File: src/hdl/mbp_pkg.sv
`timescale 1ns / 1ps
// mbp_pkg: shared types and constants of the msb-first bit packer
// used by mbp_ctrl, mbp_datapath and msb_first_bit_packer_core
package mbp_pkg;

  localparam int CODE_BITS     = 32;
  localparam int MAX_CODE_BITS = 32;
  localparam int CODE_LIMIT    = (MAX_CODE_BITS < CODE_BITS) ? MAX_CODE_BITS : CODE_BITS;
  localparam int BYTE_BITS     = 8;
  localparam int BUF_BITS      = CODE_BITS + BYTE_BITS;
  localparam int COUNT_BITS    = 6;
  localparam int FILL_BITS     = 3;
  localparam int LEFT_BITS     = 3;

  localparam logic CMD_WRITE = 1'b0;
  localparam logic CMD_FLUSH = 1'b1;

  typedef enum logic {
    ST_IDLE,
    ST_EMIT
  } state_t;

  typedef struct packed {
    logic load;
    logic shift;
  } dp_cmd_t;

  typedef struct packed {
    logic load_has_bytes;
    logic last_byte;
    logic none_left;
  } dp_sts_t;

endpackage

File: src/hdl/mbp_ctrl.sv
`timescale 1ns / 1ps
// mbp_ctrl: state machine that takes an item and drains its bytes
// depends on mbp_pkg
module mbp_ctrl
  import mbp_pkg::*;
(
  input  logic    clk,
  input  logic    rst,
  input  logic    in_valid,
  output logic    in_stall,
  output logic    out_valid,
  input  logic    out_stall,
  input  dp_sts_t sts,
  output dp_cmd_t cmd
);

  state_t state;
  state_t state_next;

  always_ff @(posedge clk) begin
    if (rst) begin
      state <= ST_IDLE;
    end else begin
      state <= state_next;
    end
  end

  always_comb begin
    state_next = state;
    case (state)
      ST_IDLE: begin
        if (in_valid && sts.load_has_bytes) begin
          state_next = ST_EMIT;
        end
      end
      ST_EMIT: begin
        if (!out_stall && sts.last_byte) begin
          state_next = ST_IDLE;
        end
      end
      default: begin
        state_next = ST_IDLE;
      end
    endcase
  end

  always_comb begin
    in_stall  = 1'b1;
    out_valid = 1'b0;
    cmd       = '0;
    case (state)
      ST_IDLE: begin
        in_stall = rst;
        cmd.load = in_valid && !rst;
      end
      ST_EMIT: begin
        out_valid = 1'b1;
        cmd.shift = !out_stall;
      end
      default: begin
        in_stall = 1'b1;
      end
    endcase
  end

endmodule

File: src/hdl/mbp_datapath.sv
`timescale 1ns / 1ps
// mbp_datapath: bit buffer, fill count and byte counter of the packer
// depends on mbp_pkg
module mbp_datapath
  import mbp_pkg::*;
(
  input  logic                  clk,
  input  logic                  rst,
  input  dp_cmd_t               cmd,
  input  logic                  command,
  input  logic [CODE_BITS-1:0]  code,
  input  logic [COUNT_BITS-1:0] count,
  output logic [BYTE_BITS-1:0]  out_byte,
  output logic                  last,
  output dp_sts_t               sts
);

  logic [BUF_BITS-1:0]   bits;
  logic [FILL_BITS-1:0]  filled;
  logic [LEFT_BITS-1:0]  bytes_left;

  logic [COUNT_BITS-1:0] cnt_sat;
  logic [COUNT_BITS-1:0] total;
  logic [COUNT_BITS-1:0] shamt;
  logic [CODE_BITS-1:0]  masked;
  logic [BUF_BITS-1:0]   placed;
  logic [BUF_BITS-1:0]   top_only;

  always_comb begin
    cnt_sat  = (count > COUNT_BITS'(CODE_LIMIT)) ? COUNT_BITS'(CODE_LIMIT) : count;
    total    = COUNT_BITS'(filled) + cnt_sat;
    shamt    = COUNT_BITS'(BUF_BITS) - COUNT_BITS'(filled) - cnt_sat;
    masked   = code & ~({CODE_BITS{1'b1}} << cnt_sat);
    placed   = {{BYTE_BITS{1'b0}}, masked} << shamt;
    top_only = {bits[BUF_BITS-1 -: BYTE_BITS], {CODE_BITS{1'b0}}};
  end

  always_ff @(posedge clk) begin
    if (rst) begin
      bits       <= '0;
      filled     <= '0;
      bytes_left <= '0;
    end else if (cmd.load) begin
      if (command == CMD_FLUSH) begin
        bits       <= top_only;
        filled     <= '0;
        bytes_left <= LEFT_BITS'(filled != '0);
      end else begin
        bits       <= top_only | placed;
        filled     <= total[FILL_BITS-1:0];
        bytes_left <= total[COUNT_BITS-1:FILL_BITS];
      end
    end else if (cmd.shift) begin
      bits       <= {bits[BUF_BITS-BYTE_BITS-1:0], {BYTE_BITS{1'b0}}};
      bytes_left <= bytes_left - LEFT_BITS'(1);
    end
  end

  assign out_byte = bits[BUF_BITS-1 -: BYTE_BITS];
  assign last     = (bytes_left == LEFT_BITS'(1));

  always_comb begin
    sts.load_has_bytes = (command == CMD_FLUSH) ? (filled != '0)
                                                : (total[COUNT_BITS-1:FILL_BITS] != '0);
    sts.last_byte      = (bytes_left == LEFT_BITS'(1));
    sts.none_left      = (bytes_left == '0);
  end

endmodule

File: src/hdl/msb_first_bit_packer_core.sv
`timescale 1ns / 1ps
// Packs codes of 1 to 32 bits, most significant bit first, into bytes. An item with
// command write appends the low count bits of code (counts above 32 act as 32); an item
// with command flush emits the partial byte, zero padded, if it holds any bits, then
// clears it. Bytes leave on the output channel with last set on the final byte of each
// item. An item is taken while the block is idle, and its n completed bytes (0 to 4) then
// drain one per cycle, unless out_stall holds them, from the 40-bit shift buffer that also
// serves as output register; no new item is taken while bytes of the current one are still
// draining.
// depends on mbp_pkg, mbp_ctrl and mbp_datapath
module msb_first_bit_packer_core
  import mbp_pkg::*;
(
  input  logic                  clk,
  input  logic                  rst,
  input  logic                  in_valid,
  output logic                  in_stall,
  input  logic                  command,
  input  logic [CODE_BITS-1:0]  code,
  input  logic [COUNT_BITS-1:0] count,
  output logic                  out_valid,
  input  logic                  out_stall,
  output logic [BYTE_BITS-1:0]  out_byte,
  output logic                  last
);

  dp_cmd_t cmd;
  dp_sts_t sts;

  mbp_ctrl u_ctrl (
    .clk       (clk),
    .rst       (rst),
    .in_valid  (in_valid),
    .in_stall  (in_stall),
    .out_valid (out_valid),
    .out_stall (out_stall),
    .sts       (sts),
    .cmd       (cmd)
  );

  mbp_datapath u_datapath (
    .clk      (clk),
    .rst      (rst),
    .cmd      (cmd),
    .command  (command),
    .code     (code),
    .count    (count),
    .out_byte (out_byte),
    .last     (last),
    .sts      (sts)
  );

`ifndef SYNTHESIS
  a_valid_has_bytes: assert property (@(posedge clk) disable iff (rst)
    out_valid |-> !sts.none_left)
    else $error("output valid with no bytes left");

  a_last_ends_burst: assert property (@(posedge clk) disable iff (rst)
    out_valid && !out_stall && last |=> !out_valid)
    else $error("output still valid after last byte");

  a_burst_continues: assert property (@(posedge clk) disable iff (rst)
    out_valid && !out_stall && !last |=> out_valid)
    else $error("burst ended before last byte");

  a_no_take_while_emit: assert property (@(posedge clk) disable iff (rst)
    out_valid |-> in_stall)
    else $error("item taken while bytes pending");
`endif

endmodule
File: config.mk
export PLATFORM = sky130hd
export DESIGN_NAME = msb_first_bit_packer_core
export DESIGN_NICKNAME = d
export VERILOG_FILES = /design/src/hdl/mbp_pkg.sv /design/src/hdl/mbp_ctrl.sv /design/src/hdl/mbp_datapath.sv /design/src/hdl/msb_first_bit_packer_core.sv
export SDC_FILE = /design/constraint.sdc
export NUM_CORES = 1
export LEC_CHECK = 0
export BUFFER_PORTS_ARGS = -buffer_cell sky130_fd_sc_hd__buf_2
export CAP_MARGIN = 0
export CORE_MARGIN = 1
export CORE_UTILIZATION = 45
export CTS_CLUSTER_SIZE = 14
export DETAILED_ROUTE_END_ITERATION = 12
export PLACE_DENSITY = 0.73
export SYNTH_ARGS = -nofsm -noshare
export SYNTH_HDL_FRONTEND = slang
export SYNTH_SLANG_ARGS = --single-unit
File: constraint.sdc
create_clock -name clk -period 4.3 [get_ports clk]
set_clock_uncertainty 0.15 [all_clocks]
set_input_delay 0.43 -clock clk [delete_from_list [all_inputs] [get_ports clk]]
set_output_delay 0.43 -clock clk [all_outputs]
set_load 0.01 [all_outputs]
# After elaboration in Yosys (flattened, before gate mapping)

Index checks and enable logic that the tools add are counted.

Div/mod/pow operators: 0
Add/sub/neg operators: 4
Equal/unequal tests: 2
Bitwise gates (word level): 4
$lt $le $gt $ge: 1
Reduce and logical (&&, ||, !) cells: 9
Mux-type cells: 16
Shift operators: 2
$mul: 0

Operators with widths:

| cell                                               | count |
|---|---|
| 2-to-1 mux 40 bit                                  | 3 |
| OR 40 bit                                          | 1 |
| << shifter 32 x 6 -> 40 bit                        | 1 |
| bitwise AND 32 bit                                 | 1 |
| inverter 32 bit                                    | 1 |
| << shifter 32 x 6 -> 32 bit (first input constant) | 1 |
| 2-to-1 mux 3 bit                                   | 4 |
| 2-to-1 mux 1 bit                                   | 7 |
| adder 3 x 6 -> 6 bit                               | 1 |
| > comparator 6 bit (second input constant)         | 1 |
| 2-to-1 mux 6 bit                                   | 1 |
| nonzero test 3 bit                                 | 2 |
| subtractor 6 x 3 -> 6 bit (first input constant)   | 1 |
| subtractor 6 bit                                   | 1 |
| == test 3 x 1 -> 1 bit (second input constant)     | 1 |
| logical AND 1 bit                                  | 3 |
| subtractor 3 x 1 -> 3 bit (second input constant)  | 1 |
| logical NOT 1 bit                                  | 2 |
| inequality test 2 bit (second input constant)      | 1 |
| case mux 1 bit (2 select lines)                    | 1 |
| AND reduction 2 bit                                | 1 |
| nonzero test 2 bit                                 | 1 |
| inverter 1 bit                                     | 1 |

Latch bits: 0
Register bits after elaboration: 47
Bits of input ports: 43
RAM bits: 0
Word-level logic and storage cells: 43
Memory bits (read-only): 0
Memories: 0

# Logic depth before layout (Yosys ltp)

Gate-level depths: netlist of run 1.

Depth after elaboration: 9
Gate-level depth with buffers: 18

# Hierarchy

From an unflattened synthesis of run 1, not the netlist that was laid out.

Cell total of the unflattened synthesis: 736
Area, all modules: 5,318.9 sq um

By module, submodules not included:

| module       | area an instance (sq um) | sequential area each (sq um) | instances | cells an instance |
|---|---|---|---|---|
| mbp_datapath | 5,261.3                  | 920.9                        | 1         | 728 |
| mbp_ctrl     | 57.6                     | 20.0                         | 1         | 8 |

# Worst setup path before layout of run 1

No wires, ideal clock.

Kind: input to register
Start: input port count[5]
End: register u_datapath.bits[25]
Data required time: 4.024 ns
Buffers on the path: 5
Path slack: 0.529 ns
Arrival: 3.495 ns
Stages: 17
Cells stage by stage: buf_6 -> inv_1 -> clkbuf_1 -> nand2_1 -> inv_1 -> ha_1 -> inv_1 -> ha_1 -> inv_1 -> fa_1 -> xnor2_1 -> clkbuf_1 -> buf_2 -> buf_1 -> o221ai_1 -> o211ai_1 -> nand3_1

Longest elaborated chain between the ends: 9

Ends and longest elaborated chain:

| element                         | line                            | RTL |
|---|---|---|
| from (decl)                     | msb_first_bit_packer_core.sv:20 | `input logic [COUNT_BITS-1:0] count,` |
| > comparator 6 bit              | mbp_datapath.sv:30              | `cnt_sat = (count > COUNT_BITS'(CODE_LIMIT)) ? COUNT_BITS'(CODE_LIMIT) : count;` |
| 2-to-1 mux 6 bit (*)            | mbp_datapath.sv:30              |  |
| << shifter 32 x 6 -> 32 bit     | mbp_datapath.sv:33              | `masked = code & ~({CODE_BITS{1'b1}} << cnt_sat);` |
| inverter 32 bit                 | mbp_datapath.sv:33              |  |
| bitwise AND 32 bit              | mbp_datapath.sv:33              |  |
| << shifter 32 x 6 -> 40 bit (*) | mbp_datapath.sv:34              | `placed = {{BYTE_BITS{1'b0}}, masked} << shamt;` |
| OR 40 bit (*)                   | mbp_datapath.sv:49              | `bits <= top_only \| placed;` |
| 2-to-1 mux 40 bit (*)           | mbp_datapath.sv:44              | `if (command == CMD_FLUSH) begin` |
| 2-to-1 mux 40 bit (*)           | mbp_datapath.sv:43              | `end else if (cmd.load) begin` |
| to (signal assigned)            | mbp_datapath.sv:45              | `bits <= top_only;` |
| to (signal assigned)            | mbp_datapath.sv:49              |  |
| to (signal assigned)            | mbp_datapath.sv:54              | `bits <= {bits[BUF_BITS-BYTE_BITS-1:0], {BYTE_BITS{1'b0}}};` |
| to (decl)                       | mbp_datapath.sv:18              | `logic [BUF_BITS-1:0] bits;` |

Every way passes the cells marked *; elsewhere a longest branch is shown, timed or not. The select of a mux whose other input is x is not followed.
A chain may end at the register's enable or synchronous reset.

# Worst setup path in the final report of run 1

Start: input port count[5]
End: register u_datapath.bits[27]

The elaborated chain is that of the path after synthesis.

==> impl_metrics.ini, run 1 <==
[run_status]
status = finished, final reports clean

[grt]
grt_overflow_total = 0
grt_pass1_vias = 5872
grt_max_degree = 61
grt_pass1_wl_um = 31200
grt_antenna_before_repair = 0
gr-usage-all-layers_pct = 30.9

[worst_setup_path]
critical_path_arrival_ps = 3770
cp_max_fo = 3
cp.required_ps = 4330
start_kind = primary input
critPathCaptureType = flip-flop
worstSetupPathType = in -> reg

[cells_and_area]
final-seq-area_sq_um = 941
layout_commonest_cell = o21ai_0
drive_gt1_share_pct = 15.3
final_cell_mix = o21ai_0, nand2_1, nor2_1
antenna_cells = 0
fillers = 1209
design_area_sq_mm = 0.00590
syn_to_final_growth_pct = 7.40
fin_cells = 920
multi_input_area_sq_mm = 0.00407
utilization_pct = 49.4
finalNetCount = 828

[timing]
fin_ws_ps = 564
final_hold_viol_count = 0
setup_viol = 0
tightest_slew_ps = 978
finalCriticalPeriod_ps = 3740
max_freq_mhz = 268
final.setup.tns_ps = 0
maxSlewViolCount = 0
post-route-period-util_pct = 86.9
relSlewSlack_pct = 33.9
whs_ps = 298
grt_setup_unrepaired = no

[clocking]
cts-root-buf = clkbuf_16
cts.sinks = 47
path_clk_slew_ps = 60
cts_made_buffers = 5
cts.path.max_buffers = 2
post-cts-setup-buffer-count = 0
cts_max_level = 2
hold_buffers = 0
cts_resized = 0
clock_latency_ps = 290
cts_tree = built

[synthesis]
synth_area_leaders = dfxtp_1, o21ai_0, nand2_1
synth_seq_area_share_pct = 17.1
syn_area_sq_mm = 0.00550
syn_avg_cell_area_sq_um = 7.14
synth_top_cell_by_area = dfxtp_1
synth-seq-cells = 47
ys_async_sr_fraction_pct = 0
synth_ff_type = dfxtp_1
yosys_warnings = 0
synth_cells = 770
synth_edf_count = 0
synthDominantCellAreaShare_pct = 17.1
synth.distinct_cells = 79
syn-num-nets = 826

[floorplan]
dieArea_sq_mm = 0.0127
row_count = 40
io_pins = 54
core-area_sq_mm = 0.0120
fp.dieH_um = 113
die_x_um = 113
initial_core_util_pct = 46.0

[run]
cap_violations = 0

[power_and_ir_drop]
p_total_mw = 1.81
p_leak_nw = 2.19
power.density_mw_per_mm2 = 306
vdd_drop_max_mv = 0.186

[detailed_routing]
drt_iter0_markers = 1071
via_count = 6425
route.detailed.drc = 0
wl_um = 19700
dr.pass1.iters = 6
wl_per_cell_um = 21.4
antenna_left = 0
via_per_inst = 6.98

[placed_design]
dp_cells = 912
gp_congestion = 0.993
place_area_sq_mm = 0.00577
port_buffers = 53
dpl_worst_slack_ps = 366
dp_hpwl_um = 14300

[hold_path]
min_path_type = in -> reg
[where the power goes]
part | total (mW) | internal, mW | switching (mW)
Clock | 0.374 | 0.215 | 0.159
Combinational | 0.936 | 0.324 | 0.613
Sequential | 0.495 | 0.472 | 0.0224
[flip-flops by register name, summed over array words and instances (netlist names)]
register and count:
u_ctrl.state 1, u_datapath.bytes_left 3, u_datapath.bits 40, u_datapath.filled 3
[worst max-delay path: stages]
cell	delay, ps
buf_2	90
inv_1	40
nand2_1	140
inv_1	90
ha_1	300
inv_1	70
ha_2	170
inv_1	60
fa_1	550
xnor2_2	210
a2111oi_1	590
a211oi_1	200
a2111oi_0	470
a211oi_1	100
a311oi_1	270
[area by class of cell]
class,count,share of cell area (%)
multi-input combinational,616,68.9
tap,147,3.12
clock buffer,7,2.25
timing repair buffer,79,8.22
sequential,47,15.9
inverter,23,1.46
clock inverter,1,0.0848
[cells by family (layout without fill, tap and decap cells)]
| kind of cell | count (synthesis) | in the layout | synth area share, % |
|---|---|---|---|
| AND/OR/NAND/NOR | 251 | 251 | 22.1 |
| flip-flops | 47 | 47 | 17.1 |
| XOR/XNOR | 8 | 8 | 1.27 |
| multiplexers | 38 | 38 | 8.49 |
| buffers and inverters | 107 | 110 | 9.42 |
| AO/OA/AOI/OAI | 306 | 306 | 38.4 |
| adder cells (fa/ha/maj) | 13 | 13 | 3.23 |
[worst paths after layout]
kind                                     start                                to  slack [ps]  cells after the start
min                                   in_valid           u_ctrl.state$_SDFF_PP0_         300                      3
max reg2reg  u_datapath.filled[1]$_SDFFE_PP0P_  u_datapath.bits[27]$_SDFFE_PP0P_         650                     11
max                                   count[5]  u_datapath.bits[27]$_SDFFE_PP0P_         560                     15
min reg2reg    u_datapath.bits[0]$_SDFFE_PP0P_   u_datapath.bits[0]$_SDFFE_PP0P_         300                      2
[cells in the mapped netlist (all sizes together) (8+ instances only)]
master / number
a2111oi: 8
a211oi: 26
a21o: 10
a21oi: 49
a22oi: 9
a31oi: 19
buf: 48
clkbuf: 36
dfxtp: 47
ha: 11
inv: 22
mux2: 9
mux2i: 23
nand2: 68
nand3: 20
nand4: 14
nor2: 66
nor3: 30
nor4: 12
o211ai: 13
o21a: 8
o21ai: 71
o31ai: 11
[routing by layer]
layer	GRT usage, %	part of all wire, %
met4	11.9	3.8
met1	41.0	41
met3	5.13	9.6
met2	49.9	46
met5	0	0
Note: power is estimated with default switching activity, not from simulation.
==> run 2, diff against run 1 <==
Settings changed: GPL_TIMING_DRIVEN from default to 0.
==> run 2 against run 1 <==
Effect of this change: combinational power rose by 11%; hold slack got worse by 4.9 ps; wire length rose by 19%; non-clock buffer count rose by 53; power rose by 13%; highest routed layer unchanged; utilization rose by 2.3 points; flip-flop and latch count did not move; clock power rose by 36%.
==> impl_metrics.ini, run 2 (same netlist as run 1, synthesis figures left out) <==
[run_status]
status = finished, final reports clean

[placed_design]
dp_hpwl_um = 17900
port_buffers = 50
gp_congestion = 0.993

[cells_and_area]
antenna_cells = 0
syn_to_final_growth_pct = 12.5
finalNetCount = 881
largest-register = u_datapath.bits
fillers = 1249
drive_gt1_share_pct = 17.9
layout_commonest_cell = buf_2
largest_reg_flops = 40
final_cell_mix = buf_2, o21ai_0, nand2_1
top_regs = u_datapath.bits (40), u_datapath.bytes_left (3), u_datapath.filled (3)

[timing]
post-route-period-util_pct = 98.5
finalCriticalPeriod_ps = 4240
whs_ps = 293
tightest_slew_ps = 792
max_freq_mhz = 236
maxSlewViolCount = 0
setup_viol = 0
grt_setup_unrepaired = yes
final_hold_viol_count = 0
relSlewSlack_pct = 46.4

[detailed_routing]
antenna_left = 0
via_count = 7110
wl_per_cell_um = 24.1
wl_um = 23500
drt_iter0_markers = 1185
via_per_inst = 7.31
route.detailed.drc = 0
dr.pass1.iters = 7

[hold_path]
hold_depth = 3
min_to = u_ctrl.state$_SDFF_PP0_
hold_path.startpoint = in_valid
min_path_type = in -> reg

[clocking]
cts.sinks = 47
cts_max_level = 2
cts_tree = built
cts_made_buffers = 5
path_clk_slew_ps = 60
clock_latency_ps = 300
cts.path.max_buffers = 2
cts-root-buf = clkbuf_16

[worst_setup_path]
start_kind = primary input
cp_max_fo = 10
critPathCaptureType = flip-flop
cpMaxStageDelayCell = fa_1
crit_chain = buf_2, buf_2, buf_2, nand2_1, inv_1, ha_1, inv_1, ha_1, inv_1, fa_1, xor2_2, buf_2, buf_2, clkbuf_2, o311ai_0, a21oi_1, o22ai_1
cp_top_family = buffers and inverters
crit_buf_inv = 9
reg2reg_setup_slack_ps = 580
reg2reg_depth = 12
crit_start = count[1]
rr_startpoint = u_datapath.filled[1]$_SDFFE_PP0P_
max_stage_delay_ps = 510
cp.required_ps = 4320
critical_path_arrival_ps = 4260
r2r_end = u_datapath.bits[37]$_SDFFE_PP0P_
crit_top_cell = buf_2
worstSetupPathType = in -> reg

[grt]
grt_max_degree = 15
grt_pass1_vias = 6281
grt_antenna_before_repair = 0
grt_pass1_wl_um = 35500
gr-usage-all-layers_pct = 36.3
grt_overflow_total = 0

[floorplan]
die_x_um = 113
fp.dieH_um = 113
core-area_sq_mm = 0.0120
initial_core_util_pct = 46.0
io_pins = 54
dieArea_sq_mm = 0.0127
row_count = 40

[power_and_ir_drop]
p_leak_nw = 2.34
vdd_drop_max_mv = 0.227
p_total_mw = 2.04
power.density_mw_per_mm2 = 330

[run]
cap_violations = 0
## run 2: final cells by class
| class | count | area, sq um | area share, % |
|---|---|---|---|
| Inverter | 23 | 90.1 | 1.46 |
| Clock buffer | 6 | 129 | 2.08 |
| Timing Repair Buffer | 50 | 250 | 4.05 |
| Multi-Input combinational cell | 616 | 4100 | 66.2 |
| Clock inverter | 2 | 60.1 | 0.971 |
| Sequential cell | 47 | 941 | 15.2 |
| Tap cell | 147 | 184 | 2.97 |
| Buffer | 82 | 434 | 7.02 |
## run 2: worst max-delay path by stage
stage          slack, ps                                to  cells after the start
4_1_cts              130  u_datapath.bits[25]$_SDFFE_PP0P_                     17
3_3_place_gp        -650  u_datapath.bits[25]$_SDFFE_PP0P_                     18
2_1_floorplan        530  u_datapath.bits[25]$_SDFFE_PP0P_                     17
5_1_grt              -90  u_datapath.bits[37]$_SDFFE_PP0P_                     17
3_5_place_dp        -660  u_datapath.bits[25]$_SDFFE_PP0P_                     18
6_report              60  u_datapath.bits[37]$_SDFFE_PP0P_                     17
## run 2: where the power goes
| part | internal [mW] | switching, mW |
|---|---|---|
| combinational | 0.341 | 0.694 |
| clock | 0.334 | 0.174 |
| sequential | 0.472 | 0.0236 |
| total | 1.15 | 0.891 |
## run 2: worst reg2reg max path, stage by stage, from the launching register on
cell and delay [ps]:
dfxtp_1 420, ha_1 280, inv_1 60, ha_1 160, inv_1 60, fa_1 510, xor2_2 380, buf_2 340
buf_2 320, clkbuf_2 320, o311ai_0 200, a21oi_1 280, o22ai_1 130
## run 2: per-layer routing
metal	wire (um)	part of all wire [%]	GRT usage, %	vias to the layer above
li1	-	-	-	3069
met1	9370	40	49.3	3314
met2	10100	43	56.2	624
met3	3010	13	6.97	103
met4	1020	4.4	15.5	0
met5	0	0	0	-
## run 2: repair_timing
| item | in CTS | in global routing |
|---|---|---|
| resized for setup | 4 | 20 |
| buffers inserted | 0 | 0 |
| setup endpoints to repair | 23 | 21 |
| gates cloned | 0 | 0 |
| hold buffers | 0 | 0 |
## run 2: metrics by stage
stage               std cells  area (sq um)  utilization (%)  setup WS (ps)  TNS, ps
floorplan                 770          5500                -            529        0
global placement          967          5930             49.6           -652   -13230
detailed placement        967          5930             49.6           -664   -13920
CTS                       974          6130             51.3            125        0
global route              973          6180             51.7          -89.0     -380
finish                    973          6180             51.7           63.9        0
==> run 3, diff against run 2 <==
Settings changed: ABC_AREA from default to 1, PLACE_DENSITY 0.73 to 0.74.
==> run 3 against run 2 <==
Effect of this change: flip-flop and latch count unchanged; sequential power is 2% lower; register-to-register slack gained 180 ps; global-route usage shrank 5.7 points; final cell count grew 7.4%; die area decreased by 12%; fmax rose by 8.3%; critical endpoint is now u_datapath.bits[16]$_SDFFE_PP0P_; wire length fell by 27%; synthesized area is 12% lower; synthesized cell count up 10%; first-iteration DRC count down 36%.
==> impl_metrics.ini, run 3 <==
[timing]
final.setup.tns_ps = 0
maxSlewViolCount = 0
max_freq_mhz = 256
final_hold_viol_count = 0
whs_ps = 211
fin_ws_ps = 389
grt_setup_unrepaired = no
setup_viol = 0
relSlewSlack_pct = 54.3
tightest_slew_ps = 680
post-route-period-util_pct = 90.9
finalCriticalPeriod_ps = 3910

[synthesis]
synthDominantCellAreaShare_pct = 19.4
ys_async_sr_fraction_pct = 0
synth_top_cell_by_area = dfxtp_1
syn_avg_cell_area_sq_um = 5.70
synth_edf_count = 0
synth_area_leaders = dfxtp_1, nand3_1, nand2_1
yosys_warnings = 0
synth-seq-cells = 47
synth_cells = 849
yosysMostFrequentCell = nand2_1
synth_ff_type = dfxtp_1
synth_seq_area_share_pct = 19.4
syn_area_sq_mm = 0.00484
synth_common_cells = nand2_1, nand3_1, o21ai_0
synth.distinct_cells = 44
syn-num-nets = 905

[cells_and_area]
top_regs = u_datapath.bits (40), u_datapath.bytes_left (3), u_datapath.filled (3)
finalNetCount = 964
design_area_sq_mm = 0.00537
antenna_cells = 0
fin_cells = 1045
drive_gt1_share_pct = 12.5
utilization_pct = 51.8
syn_to_final_growth_pct = 11.0
layout_commonest_cell = nand2_1
final_cell_mix = nand2_1, nand3_1, o21ai_0
largest_reg_flops = 40
largest-register = u_datapath.bits

[detailed_routing]
wl_per_cell_um = 16.3
dr.pass1.iters = 6
via_per_inst = 5.85
via_count = 6110
antenna_left = 0
route.detailed.drc = 0
drt_iter0_markers = 760
wl_um = 17000

[clocking]
cts_tree = built
cts_made_buffers = 5
cts-root-buf = clkbuf_8
cts.path.max_buffers = 2
cts_max_level = 2
cts_resized = 0
hold_buffers = 0
clock_latency_ps = 310
post-cts-setup-buffer-count = 0
path_clk_slew_ps = 80
cts.sinks = 47

[power_and_ir_drop]
p_sw_share_pct = 47.1
power.density_mw_per_mm2 = 312
p_switching_uw = 789
p_int_uw = 887
clkPwrFrac_pct = 17.7
p_leak_nw = 2.45
power.share.combinational_pct = 53.3
vdd_drop_max_mv = 0.149
pwr-share-seq_pct = 29.0
p_total_mw = 1.68

[placed_design]
port_buffers = 52
dpl_worst_slack_ps = 119
dp_cells = 1037
dp_hpwl_um = 13700
place_area_sq_mm = 0.00527
gp_congestion = 0.960

[worst_setup_path]
cpMaxStageDelayCell = nor4_2
critical_path_arrival_ps = 4010
critPathCaptureType = flip-flop
max_stage_delay_ps = 700
worstSetupPathType = in -> reg
crit_chain = buf_2, buf_2, nor2_1, ha_1, inv_1, ha_1, inv_1, fa_1, buf_2, inv_1, buf_1, nor4_2, o21ai_0, a21o_1, a21oi_1
cp.required_ps = 4400
cp_max_fo = 10
start_kind = primary input

[grt]
grt_max_degree = 14
gr-usage-all-layers_pct = 30.7
grt_antenna_before_repair = 0
grt_overflow_total = 0
grt_pass1_vias = 5458
grt_pass1_wl_um = 26800

[floorplan]
io_pins = 54
die_x_um = 106
dieArea_sq_mm = 0.0112
fp.dieH_um = 106
initial_core_util_pct = 46.7
row_count = 37
core-area_sq_mm = 0.0104

[hold_path]
min_path_type = in -> reg

[run_status]
status = finished, final reports clean

[run]
cap_violations = 0
## run 3: cell types whose count changed after synthesis, moves of 14 or more
cell      delta
nand3_1    +168
nand2_1    +131
inv_1       +39
nor3_1      -28
a211oi_1    -23
mux2i_1     -23
nor2_1      -21
a21oi_1     +18
a31oi_1     -16
clkbuf_1    -16
buf_1       +14
## run 3: cell type report
class                           instances  area (sq um)
Fill cell                            1128          5000
Multi-Input combinational cell        671          3360
Sequential cell                        47           941
Buffer                                 60           278
Inverter                               71           267
Timing Repair Buffer                   52           260
Tap cell                              136           170
Clock buffer                            8           100
## run 3: path summary, 6_finish.rpt
kind                                     start                                end  slack, ps  depth (start not counted)
max                                   count[5]   u_datapath.bits[16]$_SDFFE_PP0P_        390                         15
min                                        rst  u_datapath.filled[0]$_SDFFE_PP0P_        210                          2
max reg2reg  u_datapath.filled[1]$_SDFFE_PP0P_   u_datapath.bits[16]$_SDFFE_PP0P_        760                         12
min reg2reg    u_datapath.bits[4]$_SDFFE_PP0P_    u_datapath.bits[4]$_SDFFE_PP0P_        320                          2
## run 3: logic make-up (layout without fill, tap and decap cells)
family,count (synthesis),after routing,synth area share [%]
simple gates,472,472,44.4
compound gates,183,183,20.5
buf+inv,131,191,11.2
flops,47,47,19.4
fa+ha+maj,13,13,3.67
xor+xnor,3,3,0.698
## run 3: power by group through the flow
| stage | Combinational (mW) | Sequential, mW | Clock [mW] |
|---|---|---|---|
| 6_report | 0.892 | 0.487 | 0.297 |
| 5_1_grt | 0.983 | 0.491 | 0.310 |
| 4_1_cts | 0.862 | 0.486 | 0.294 |
| 3_5_place_dp | 0.858 | 0.496 | 0 |
| 3_3_place_gp | 0.858 | 0.496 | 0 |
| 2_1_floorplan | 0.624 | 0.491 | 0 |
## run 3: critical path, delay by kind of cell
family          cells  cell delay [ps]
simple gates        2              960
buf+inv             7             1130
fa+ha+maj           3             1010
compound gates      3              470
## run 3: routing by layer
metal  track usage [%]  routed length (um)
met1              42.4                7450
met2              49.1                7600
met3              4.70                1610
met4              8.83                 379
met5                 0                   0
